$ cat config.mk
export PLATFORM = sky130hd
export DESIGN_NAME = resolver_angle_to_quadrature_core
export DESIGN_NICKNAME = d
export VERILOG_FILES = /design/src/rtl/ratq_pkg.sv /design/src/rtl/ratq_front.sv /design/src/rtl/ratq_back.sv /design/src/rtl/resolver_angle_to_quadrature_core.sv
export SDC_FILE = /design/constraint.sdc
export NUM_CORES = 2
export LEC_CHECK = 0
export BUFFER_PORTS_ARGS = -buffer_cell sky130_fd_sc_hd__buf_2
export CORE_MARGIN = 2
export CORE_UTILIZATION = 66
export CTS_BUF_LIST = sky130_fd_sc_hd__clkbuf_4 sky130_fd_sc_hd__clkbuf_8 sky130_fd_sc_hd__clkbuf_16
export DETAILED_ROUTE_END_ITERATION = 10
export PLACE_DENSITY = 0.83
export SYNTH_ARGS = -nofsm -noshare
export SYNTH_HDL_FRONTEND = slang
export SYNTH_HIERARCHICAL = 1
export SYNTH_SLANG_ARGS = --single-unit
$ cat constraint.sdc
create_clock -name clock -period 9.5 [get_ports clock]
set_input_delay 0.95 -clock clock [delete_from_list [all_inputs] [get_ports clock]]
set_output_delay 0.95 -clock clock [all_outputs]
set_load 0.05 [all_outputs]
$ cat src/rtl/ratq_pkg.sv
// ----------------------------------------------------------------------------
// ratq_pkg
// Shared constants, types and the CORDIC arctangent table.
// ----------------------------------------------------------------------------
package ratq_pkg;

   localparam int ADC_BITS_DEF     = 12;
   localparam int CORDIC_STEPS_DEF = 16;
   localparam int ANGLE_BITS_DEF   = 16;
   localparam int MAX_STEPS        = 24;
   localparam int Z_BITS           = 32;

   localparam logic [2:0] REG_SINE_OFFSET = 3'd0;
   localparam logic [2:0] REG_COS_OFFSET  = 3'd1;
   localparam logic [2:0] REG_SINE_GAIN   = 3'd2;
   localparam logic [2:0] REG_COS_GAIN    = 3'd3;
   localparam logic [2:0] REG_COUNTS      = 3'd4;

   localparam logic [11:0] SINE_OFFSET_RST = 12'd1350;
   localparam logic [11:0] COS_OFFSET_RST  = 12'd1350;
   localparam logic [15:0] SINE_GAIN_RST   = 16'd839;
   localparam logic [15:0] COS_GAIN_RST    = 16'd839;
   localparam logic [12:0] COUNTS_RST      = 13'd500;

   typedef struct packed {
      logic [15:0] pos_index;
      logic [15:0] total;
   } scale_type;

   function automatic logic [31:0] atan_entry(input logic [4:0] i);
      logic [31:0] r;
      case (i)
         5'd0:  r = 32'h20000000;  5'd1:  r = 32'h12E4051E;
         5'd2:  r = 32'h09FB385B;  5'd3:  r = 32'h051111D4;
         5'd4:  r = 32'h028B0D43;  5'd5:  r = 32'h0145D7E1;
         5'd6:  r = 32'h00A2F61E;  5'd7:  r = 32'h00517C55;
         5'd8:  r = 32'h0028BE53;  5'd9:  r = 32'h00145F2F;
         5'd10: r = 32'h000A2F98;  5'd11: r = 32'h000517CC;
         5'd12: r = 32'h00028BE6;  5'd13: r = 32'h000145F3;
         5'd14: r = 32'h0000A2FA;  5'd15: r = 32'h0000517D;
         5'd16: r = 32'h000028BE;  5'd17: r = 32'h0000145F;
         5'd18: r = 32'h00000A30;  5'd19: r = 32'h00000518;
         5'd20: r = 32'h0000028C;  5'd21: r = 32'h00000146;
         5'd22: r = 32'h000000A3;  5'd23: r = 32'h00000051;
         default: r = 32'h0;
      endcase
      return r;
   endfunction

endpackage

$ cat src/rtl/ratq_front.sv
// ----------------------------------------------------------------------------
// ratq_front
// Calibrates samples, holds the latest value per channel and pushes a
// sine/cosine pair into the queue once both channels are seen.
// ----------------------------------------------------------------------------
module ratq_front #(
   parameter int ADC_BITS = ratq_pkg::ADC_BITS_DEF,
   parameter int VAL_BITS = ADC_BITS + 17
) (
   input  logic                       clock,
   input  logic                       reset,
   input  logic                       in_valid,
   output logic                       in_ready,
   input  logic                       in_channel,
   input  logic [ADC_BITS-1:0]        in_sample,
   input  logic [ADC_BITS-1:0]        sine_bias,
   input  logic [ADC_BITS-1:0]        cos_bias,
   input  logic [15:0]                sine_gain,
   input  logic [15:0]                cos_gain,
   output logic                       pair_valid,
   input  logic                       pair_ready,
   output logic signed [VAL_BITS-1:0] pair_sine,
   output logic signed [VAL_BITS-1:0] pair_cos
);

   logic                       busy_ff;
   logic                       chan_ff;
   logic signed [ADC_BITS:0]   diff_ff;
   logic [15:0]                gain_ff;
   logic signed [VAL_BITS-1:0] sine_ff, cos_ff, prod;
   logic                       sine_seen_ff, cos_seen_ff;
   logic                       q_valid_ff;
   logic signed [VAL_BITS-1:0] q_sine_ff, q_cos_ff;
   logic                       both;

   assign in_ready = !busy_ff && !q_valid_ff;
   assign prod = VAL_BITS'(diff_ff) * VAL_BITS'($signed({1'b0, gain_ff}));
   assign both = chan_ff ? sine_seen_ff : cos_seen_ff;

   always_ff @(posedge clock) begin
      if (reset) begin
         busy_ff      <= 1'b0;
         sine_seen_ff <= 1'b0;
         cos_seen_ff  <= 1'b0;
         q_valid_ff   <= 1'b0;
         sine_ff      <= '0;
         cos_ff       <= '0;
      end else begin
         if (q_valid_ff && pair_ready) q_valid_ff <= 1'b0;
         if (in_valid && in_ready) begin
            busy_ff <= 1'b1;
            chan_ff <= in_channel;
            diff_ff <= in_channel
               ? $signed({1'b0, in_sample}) - $signed({1'b0, cos_bias})
               : $signed({1'b0, in_sample}) - $signed({1'b0, sine_bias});
            gain_ff <= in_channel ? cos_gain : sine_gain;
         end else if (busy_ff) begin
            busy_ff <= 1'b0;
            if (chan_ff) cos_ff <= prod;
            else         sine_ff <= prod;
            if (both) begin
               sine_seen_ff <= 1'b0;
               cos_seen_ff  <= 1'b0;
               q_valid_ff   <= 1'b1;
               q_sine_ff    <= chan_ff ? sine_ff : prod;
               q_cos_ff     <= chan_ff ? prod : cos_ff;
            end else if (chan_ff) begin
               cos_seen_ff <= 1'b1;
            end else begin
               sine_seen_ff <= 1'b1;
            end
         end
      end
   end

   assign pair_valid = q_valid_ff;
   assign pair_sine  = q_sine_ff;
   assign pair_cos   = q_cos_ff;

`ifndef SYNTHESIS
   a_seen_clear: assert property (@(posedge clock) disable iff (reset)
      $rose(q_valid_ff) |-> !sine_seen_ff && !cos_seen_ff)
      else $error("seen flags not cleared on pair push");
   a_no_accept_busy: assert property (@(posedge clock) disable iff (reset)
      busy_ff |-> !in_ready) else $error("accept while calibrating");
   a_queue_hold: assert property (@(posedge clock) disable iff (reset)
      q_valid_ff && !pair_ready |=> q_valid_ff && $stable(q_sine_ff))
      else $error("queue entry lost");
`endif

endmodule

$ cat src/rtl/ratq_back.sv
// ----------------------------------------------------------------------------
// ratq_back
// Iterative CORDIC atan2, quadrature scaling and a result register.
// ----------------------------------------------------------------------------
module ratq_back #(
   parameter int VAL_BITS     = 29,
   parameter int CORDIC_STEPS = ratq_pkg::CORDIC_STEPS_DEF,
   parameter int ANGLE_BITS   = ratq_pkg::ANGLE_BITS_DEF
) (
   input  logic                       clock,
   input  logic                       reset,
   input  logic                       pair_valid,
   output logic                       pair_ready,
   input  logic signed [VAL_BITS-1:0] pair_sine,
   input  logic signed [VAL_BITS-1:0] pair_cos,
   input  logic [12:0]                counts,
   output logic                       out_valid,
   input  logic                       out_ready,
   output logic                       out_a,
   output logic                       out_b,
   output logic                       out_z,
   output logic [14:0]                out_index,
   output logic [ANGLE_BITS-1:0]      out_angle
);

   localparam int XB = VAL_BITS + 2;
   localparam int SB = $clog2(CORDIC_STEPS + 1);
   localparam logic [1:0] ST_IDLE = 2'd0, ST_ITER = 2'd1, ST_SCALE = 2'd2,
                          ST_OUT = 2'd3;

   logic [1:0]              state_ff;
   logic [SB-1:0]           step_ff;
   logic signed [XB-1:0]    x_ff, y_ff, xs, ys;
   logic [31:0]             z_ff, zr;
   logic [ANGLE_BITS-1:0]   ang_ff;
   logic [15:0]             total_ff;
   logic [ANGLE_BITS+15:0]  prod;
   logic [15:0]             idx;
   logic                    r_valid_ff;
   ratq_pkg::scale_type     res_ff;

   assign xs = x_ff >>> step_ff;
   assign ys = y_ff >>> step_ff;
   assign zr = z_ff + (32'd1 << (31 - ANGLE_BITS));
   assign prod = ang_ff * total_ff;
   assign idx = 16'(prod >> ANGLE_BITS) >= total_ff ? total_ff - 16'd1
                                                    : 16'(prod >> ANGLE_BITS);
   assign pair_ready = state_ff == ST_IDLE;

   always_ff @(posedge clock) begin
      if (reset) begin
         state_ff   <= ST_IDLE;
         r_valid_ff <= 1'b0;
      end else begin
         if (r_valid_ff && out_ready) r_valid_ff <= 1'b0;
         case (state_ff)
            ST_IDLE: if (pair_valid) begin
               step_ff  <= '0;
               total_ff <= {1'b0, (counts == 13'd0 ? 13'd1 : counts), 2'b00};
               if (pair_cos < 0) begin
                  x_ff <= -XB'(pair_cos);
                  y_ff <= -XB'(pair_sine);
                  z_ff <= 32'h80000000;
               end else begin
                  x_ff <= XB'(pair_cos);
                  y_ff <= XB'(pair_sine);
                  z_ff <= 32'h0;
               end
               state_ff <= (pair_cos == 0 && pair_sine == 0) ? ST_SCALE : ST_ITER;
               ang_ff   <= '0;
            end
            ST_ITER: begin
               if (y_ff >= 0) begin
                  x_ff <= x_ff + ys; y_ff <= y_ff - xs;
                  z_ff <= z_ff + ratq_pkg::atan_entry(5'(step_ff));
               end else begin
                  x_ff <= x_ff - ys; y_ff <= y_ff + xs;
                  z_ff <= z_ff - ratq_pkg::atan_entry(5'(step_ff));
               end
               step_ff <= step_ff + SB'(1);
               if (step_ff == SB'(CORDIC_STEPS - 1)) state_ff <= ST_OUT;
            end
            ST_OUT: begin
               ang_ff   <= zr[31 -: ANGLE_BITS];
               state_ff <= ST_SCALE;
            end
            ST_SCALE: if (!r_valid_ff) begin
               res_ff.pos_index <= idx;
               res_ff.total     <= total_ff;
               out_angle        <= ang_ff;
               r_valid_ff       <= 1'b1;
               state_ff         <= ST_IDLE;
            end
            default: state_ff <= ST_IDLE;
         endcase
      end
   end

   assign out_valid = r_valid_ff;
   assign out_a     = res_ff.pos_index[0] ^ res_ff.pos_index[1];
   assign out_b     = res_ff.pos_index[1];
   assign out_z     = res_ff.pos_index[15:2] == 14'd0;
   assign out_index = res_ff.pos_index[14:0];

`ifndef SYNTHESIS
   a_idx_range: assert property (@(posedge clock) disable iff (reset)
      r_valid_ff |-> res_ff.pos_index < res_ff.total) else $error("index range");
   a_res_hold: assert property (@(posedge clock) disable iff (reset)
      r_valid_ff && !out_ready |=> r_valid_ff && $stable(res_ff))
      else $error("result lost");
   a_step: assert property (@(posedge clock) disable iff (reset)
      state_ff == ST_ITER |-> step_ff < SB'(CORDIC_STEPS)) else $error("step");
`endif

endmodule

$ cat src/rtl/resolver_angle_to_quadrature_core.sv
// ----------------------------------------------------------------------------
// resolver_angle_to_quadrature_core
// Resolver sine/cosine samples to quadrature encoder position.
// ----------------------------------------------------------------------------
// channel | direction | tdata / content
// req     | in        | sample[11:0], tuser = channel
// rsp     | out       | a, b, z, index[14:0], angle[15:0]
// csr     | in        | index[2:0], data[15:0]
// A sample beat is captured and then calibrated in the front; in the back a pair
// runs the one-step-a-cycle CORDIC loop, a rounding state and a scaling state.
// Front and back stall independently through a one-entry queue.
// Reset is synchronous and restores register defaults, clears seen flags.
// ----------------------------------------------------------------------------
module resolver_angle_to_quadrature_core #(
   parameter int ADC_BITS     = ratq_pkg::ADC_BITS_DEF,
   parameter int CORDIC_STEPS = ratq_pkg::CORDIC_STEPS_DEF,
   parameter int ANGLE_BITS   = ratq_pkg::ANGLE_BITS_DEF
) (
   input  logic                     clock,
   input  logic                     reset,
   input  logic                     req_tvalid,
   output logic                     req_tready,
   input  logic [((ADC_BITS+7)/8)*8-1:0] req_tdata,  // sample
   input  logic                     req_tuser,  // channel
   output logic                     rsp_tvalid,
   input  logic                     rsp_tready,
   // enc_a, enc_b, enc_z, position_index[14:0], angle_turn
   output logic [((ANGLE_BITS+18+7)/8)*8-1:0] rsp_tdata,
   input  logic                     csr_valid,
   output logic                     csr_ready,
   input  logic [2:0]               csr_index,
   input  logic [15:0]              csr_data
);

   localparam int VAL_BITS = ADC_BITS + 17;
   localparam int RW = ((ANGLE_BITS + 18 + 7) / 8) * 8;

   logic [ADC_BITS-1:0] sine_off_ff, cos_off_ff;
   logic [15:0]         sine_gain_ff, cos_gain_ff;
   logic [12:0]         counts_ff;
   logic                pv, pr, a, b, z;
   logic signed [VAL_BITS-1:0] ps, pc;
   logic [14:0]         idx;
   logic [ANGLE_BITS-1:0] ang;

   assign csr_ready = 1'b1;

   always_ff @(posedge clock) begin
      if (reset) begin
         sine_off_ff  <= ADC_BITS'(ratq_pkg::SINE_OFFSET_RST);
         cos_off_ff   <= ADC_BITS'(ratq_pkg::COS_OFFSET_RST);
         sine_gain_ff <= ratq_pkg::SINE_GAIN_RST;
         cos_gain_ff  <= ratq_pkg::COS_GAIN_RST;
         counts_ff    <= ratq_pkg::COUNTS_RST;
      end else if (csr_valid) begin
         case (csr_index)
            ratq_pkg::REG_SINE_OFFSET: sine_off_ff  <= ADC_BITS'(csr_data);
            ratq_pkg::REG_COS_OFFSET:  cos_off_ff   <= ADC_BITS'(csr_data);
            ratq_pkg::REG_SINE_GAIN:   sine_gain_ff <= csr_data;
            ratq_pkg::REG_COS_GAIN:    cos_gain_ff  <= csr_data;
            ratq_pkg::REG_COUNTS:      counts_ff    <= csr_data[12:0];
            default: ;
         endcase
      end
   end

   ratq_front #(.ADC_BITS(ADC_BITS), .VAL_BITS(VAL_BITS)) u_front (
      .clock, .reset, .in_valid(req_tvalid), .in_ready(req_tready),
      .in_channel(req_tuser), .in_sample(req_tdata[ADC_BITS-1:0]),
      .sine_bias(sine_off_ff), .cos_bias(cos_off_ff),
      .sine_gain(sine_gain_ff), .cos_gain(cos_gain_ff),
      .pair_valid(pv), .pair_ready(pr), .pair_sine(ps), .pair_cos(pc));

   ratq_back #(.VAL_BITS(VAL_BITS), .CORDIC_STEPS(CORDIC_STEPS),
               .ANGLE_BITS(ANGLE_BITS)) u_back (
      .clock, .reset, .pair_valid(pv), .pair_ready(pr), .pair_sine(ps),
      .pair_cos(pc), .counts(counts_ff), .out_valid(rsp_tvalid),
      .out_ready(rsp_tready), .out_a(a), .out_b(b), .out_z(z),
      .out_index(idx), .out_angle(ang));

   assign rsp_tdata = RW'({ang, idx, z, b, a});

endmodule
==> metrics.csv <==
metric,value,unit
CP startpoint,u_back/total_ff[4],
clk buf depth,3,
Reg2Reg Depth,28,
Final Critical Period,8.45,ns
Yosys warnings,6,
HPWL after DPL,80900,um
Inserted Diodes,0,
crit-path most repeated cell,fa_1,
Reg power frac,0.254,
Post-CTS Hold Buffers,0,
clock slew seen by the registers of the worst setup and hold paths,0.06,ns
area of the core,0.0645,mm^2
grt ovf,0,
Final Setup Violations,0,
# DRC,0,
# rows,93,
Via Count,34400,
Worst slew margin,0.249,
drt first pass iters,6,
number of global-route vias before repair,33600,
Routed met1 length,45000,um
setup TNS,0,ns
drt via density,6.35,
root buf cell,clkbuf_16,
"IR drop worst, VDD",0.000349,V
Nets,5180,
DR WL met2,50600,um
Synth cell types,101,
run status,"complete, no violations",
critical path endpoint category,register,
Mapped Area,0.0431,mm^2
largest net degree at the start of global routing,123,
post-route ant nets,0,
Slew Limit Fails,0,
Top-Level Pins,84,
Leak,19.2,nW
crit-path max FO,18,
final hold viol count,0,
switching fraction of total power,0.421,
setup slack after layout,1.05,ns
"slowest stage cell, crit path",edfxtp_1,
CTS resizes,0,
ys flop type,edfxtp_1,
hold depth,2,
"flops & latches, synth",412,
WL final,109000,um
switching pwr,3.64,mW
Critical Path RT,9.86,ns
Sinks on Clock Net,412,
clock skew,0.0124,ns
number of synthesized flops with an enable pin,248,
max-cap violations,0,
clock power share,0.219,
Final period util,0.890,
Comb pwr share,0.527,
uppermost layer routed,met4,
htree depth,2,
fraction of layout cells with a size suffix above 1,0.0911,
crit start category,register,
ys async rst share,0,
Max Clock Freq,0.118,GHz
Initial DRC Count,3412,
worst slew pin tran,1.12,ns
Non-Filler Instances,5421,
setup slack at placement,1.41,ns
Die X,259,um
worst min path class,reg2reg,
Synth Instances,4645,
wire per inst,20.0,um
GRT Total Usage,0.325,
crit-path max cell delay,0.69,ns
crit path DAT,8.81,ns
number of antenna violations at the first check in global routing,0,
first-pass GRT wire length,177000,um
gpl congestion,1.02,
Initial Utilization,0.668,
Syn Area/Cell,9.27,um^2
worst skew pair latency,0.61,ns
Crit Path Class,reg2reg,
Buffers on Ports,72,
metal3 WL,8660,um
sequential-to-total area share from yosys stat,0.249,
worst flop-to-flop path startpoint,u_back/total_ff[4],
# Post-CTS Setup Buffers,0,
placed cell count,5334,
Die Y,259,um
area grow syn2layout,5.04,%
reg2reg setup slack,1.05,ns
Int Pwr,5.00,mW
PwrDens,191,mW/mm^2
Num CTS Buffers,47,
hold_sp,u_front/cos_ff[15],
reg-to-reg critical path endpoint,u_back/out_index[6],
Die Area,0.0673,mm^2
CTS tree,done,
RSZ-0062 raised after global routing,no,
Hold Path End,u_front/cos_ff[15],
## worst max path at each step
stage	end	slack (ns)	depth (start not counted)
global route	u_back/out_index[14]	0.69	28
detailed placement	u_back/out_index[10]	1.41	28
CTS	u_back/out_index[6]	1.19	28
floorplan	u_back/out_index[10]	2.08	28
global placement	u_back/out_index[6]	1.64	28
finish	u_back/out_index[6]	1.05	28
## kinds of logic after synthesis
| group | after synthesis | synth area share |
|---|---|---|
| xor+xnor | 265 | 0.0539 |
| simple gates | 1526 | 0.176 |
| buf+inv | 687 | 0.0648 |
| compound gates | 830 | 0.127 |
| flops | 412 | 0.249 |
| fa+ha+maj | 611 | 0.232 |
| other cells | 2 | 0.000174 |
| mux | 312 | 0.0971 |
## registers in the layout, indices dropped and copies added, names as in the netlist, 13 cells and up, named ones only
signal / cells
u_back/x_ff: 31
u_front/gain_ff: 16
u_back/out_angle: 16
u_front/sine_ff: 29
u_back/y_ff: 31
u_front/pair_sine: 29
u_front/cos_ff: 29
u_front/diff_ff: 13
u_back/z_ff: 32
u_back/total_ff: 13
u_back/out_index: 14
counts_ff: 13
cos_gain_ff: 16
u_back/ang_ff: 16
sine_gain_ff: 16
u_front/pair_cos: 29
## power by group through the flow
stage               clock network [mW]  logic (mW)  registers [mW]
CTS                               1.92        4.54            2.19
global placement                     0        4.37            2.23
detailed placement                   0        4.51            2.23
finish                            1.89        4.55            2.20
global route                      1.98        5.09            2.20
floorplan                            0        3.42            2.20
## Yosys cell counts (all sizes together), types with 12 or more instances
master / instances / area [um^2]
o22ai: 12 / 75.1
or2: 20 / 125
inv: 407 / 1530
nor3: 80 / 410
fa: 311 / 6230
nand3: 80 / 400
a21oi: 197 / 990
and3: 34 / 214
nand2b: 93 / 582
or3: 38 / 248
buf: 90 / 549
o21ai: 202 / 1010
a21o: 52 / 393
nand2: 480 / 1800
xor2: 85 / 744
nor2: 325 / 1220
ha: 300 / 3750
or4: 26 / 206
o21bai: 18 / 135
o41ai: 22 / 200
edfxtp: 248 / 7450
dfxtp: 164 / 3280
xnor2: 180 / 1580
clkbuf: 189 / 709
and2: 197 / 1230
a31oi: 27 / 169
nor2b: 36 / 225
a22oi: 15 / 113
o211ai: 21 / 158
nor4: 29 / 224
mux2i: 159 / 1590
a211oi: 45 / 355
mux4: 77 / 1730
nand3b: 18 / 135
o31ai: 43 / 328
o21a: 43 / 323
mux2: 76 / 856
nand4: 25 / 156
## area by class of cell
cell class                 instances  area (um^2)
tap                              855         1070
sequential                       412        10700
inverter                         408         1530
fill                            4840        19200
multi-input combinational       3551        29600
timing repair buffer             108          658
clock buffer                      70         1410
clock inverter                    17          204
## placed cells by master, fill, tap and decap left out, types with 48 or more instances in the layout
master     synthesis  final
a21o_1            50     50
a21oi_1          196    196
and2_1           197    197
buf_2             28     71
clkbuf_16          0     48
dfxtp_1          164    164
edfxtp_1         248    248
fa_1             311    311
ha_1             300    300
inv_1            407    406
mux2_2            76     76
mux2i_1          159    159
mux4_2            77     77
nand2_1          479    479
nand2b_1          93     92
nand3_1           80     80
nor2_1           325    323
nor3_1            78     78
o21ai_0          197    197
xnor2_1          180    180
xor2_1            85     85
## worst max-delay path: cells and delay by family, from the launching register on
family,cells,cell delay [ns]
AOI/OAI and AO/OA,11,2.82
buffers and inverters,4,0.22
muxes,1,0.40
and+or+nand+nor,4,0.76
xor gates and xnor gates,1,0.15
DFF,1,0.69
adders and majority gates,7,3.16
## metal layers
layer / track usage / vias to the layer above
li1: - / 16000
met1: 0.443 / 16800
met2: 0.524 / 1464
met3: 0.0510 / 254
met4: 0.128 / 0
met5: 0 / -
## metrics by stage
step           area, um^2  total power [mW]  utilization  hold WS [ns]
2_1_floorplan       43100              5.62            -         0.434
3_3_place_gp        43600              6.60        0.677         0.440
3_5_place_dp        43600              6.74        0.677         0.442
4_1_cts             45200              8.66        0.702         0.455
5_1_grt             45200              9.28        0.702         0.477
6_report            45200              8.64        0.702         0.458
(Power assumes the default switching activity.)
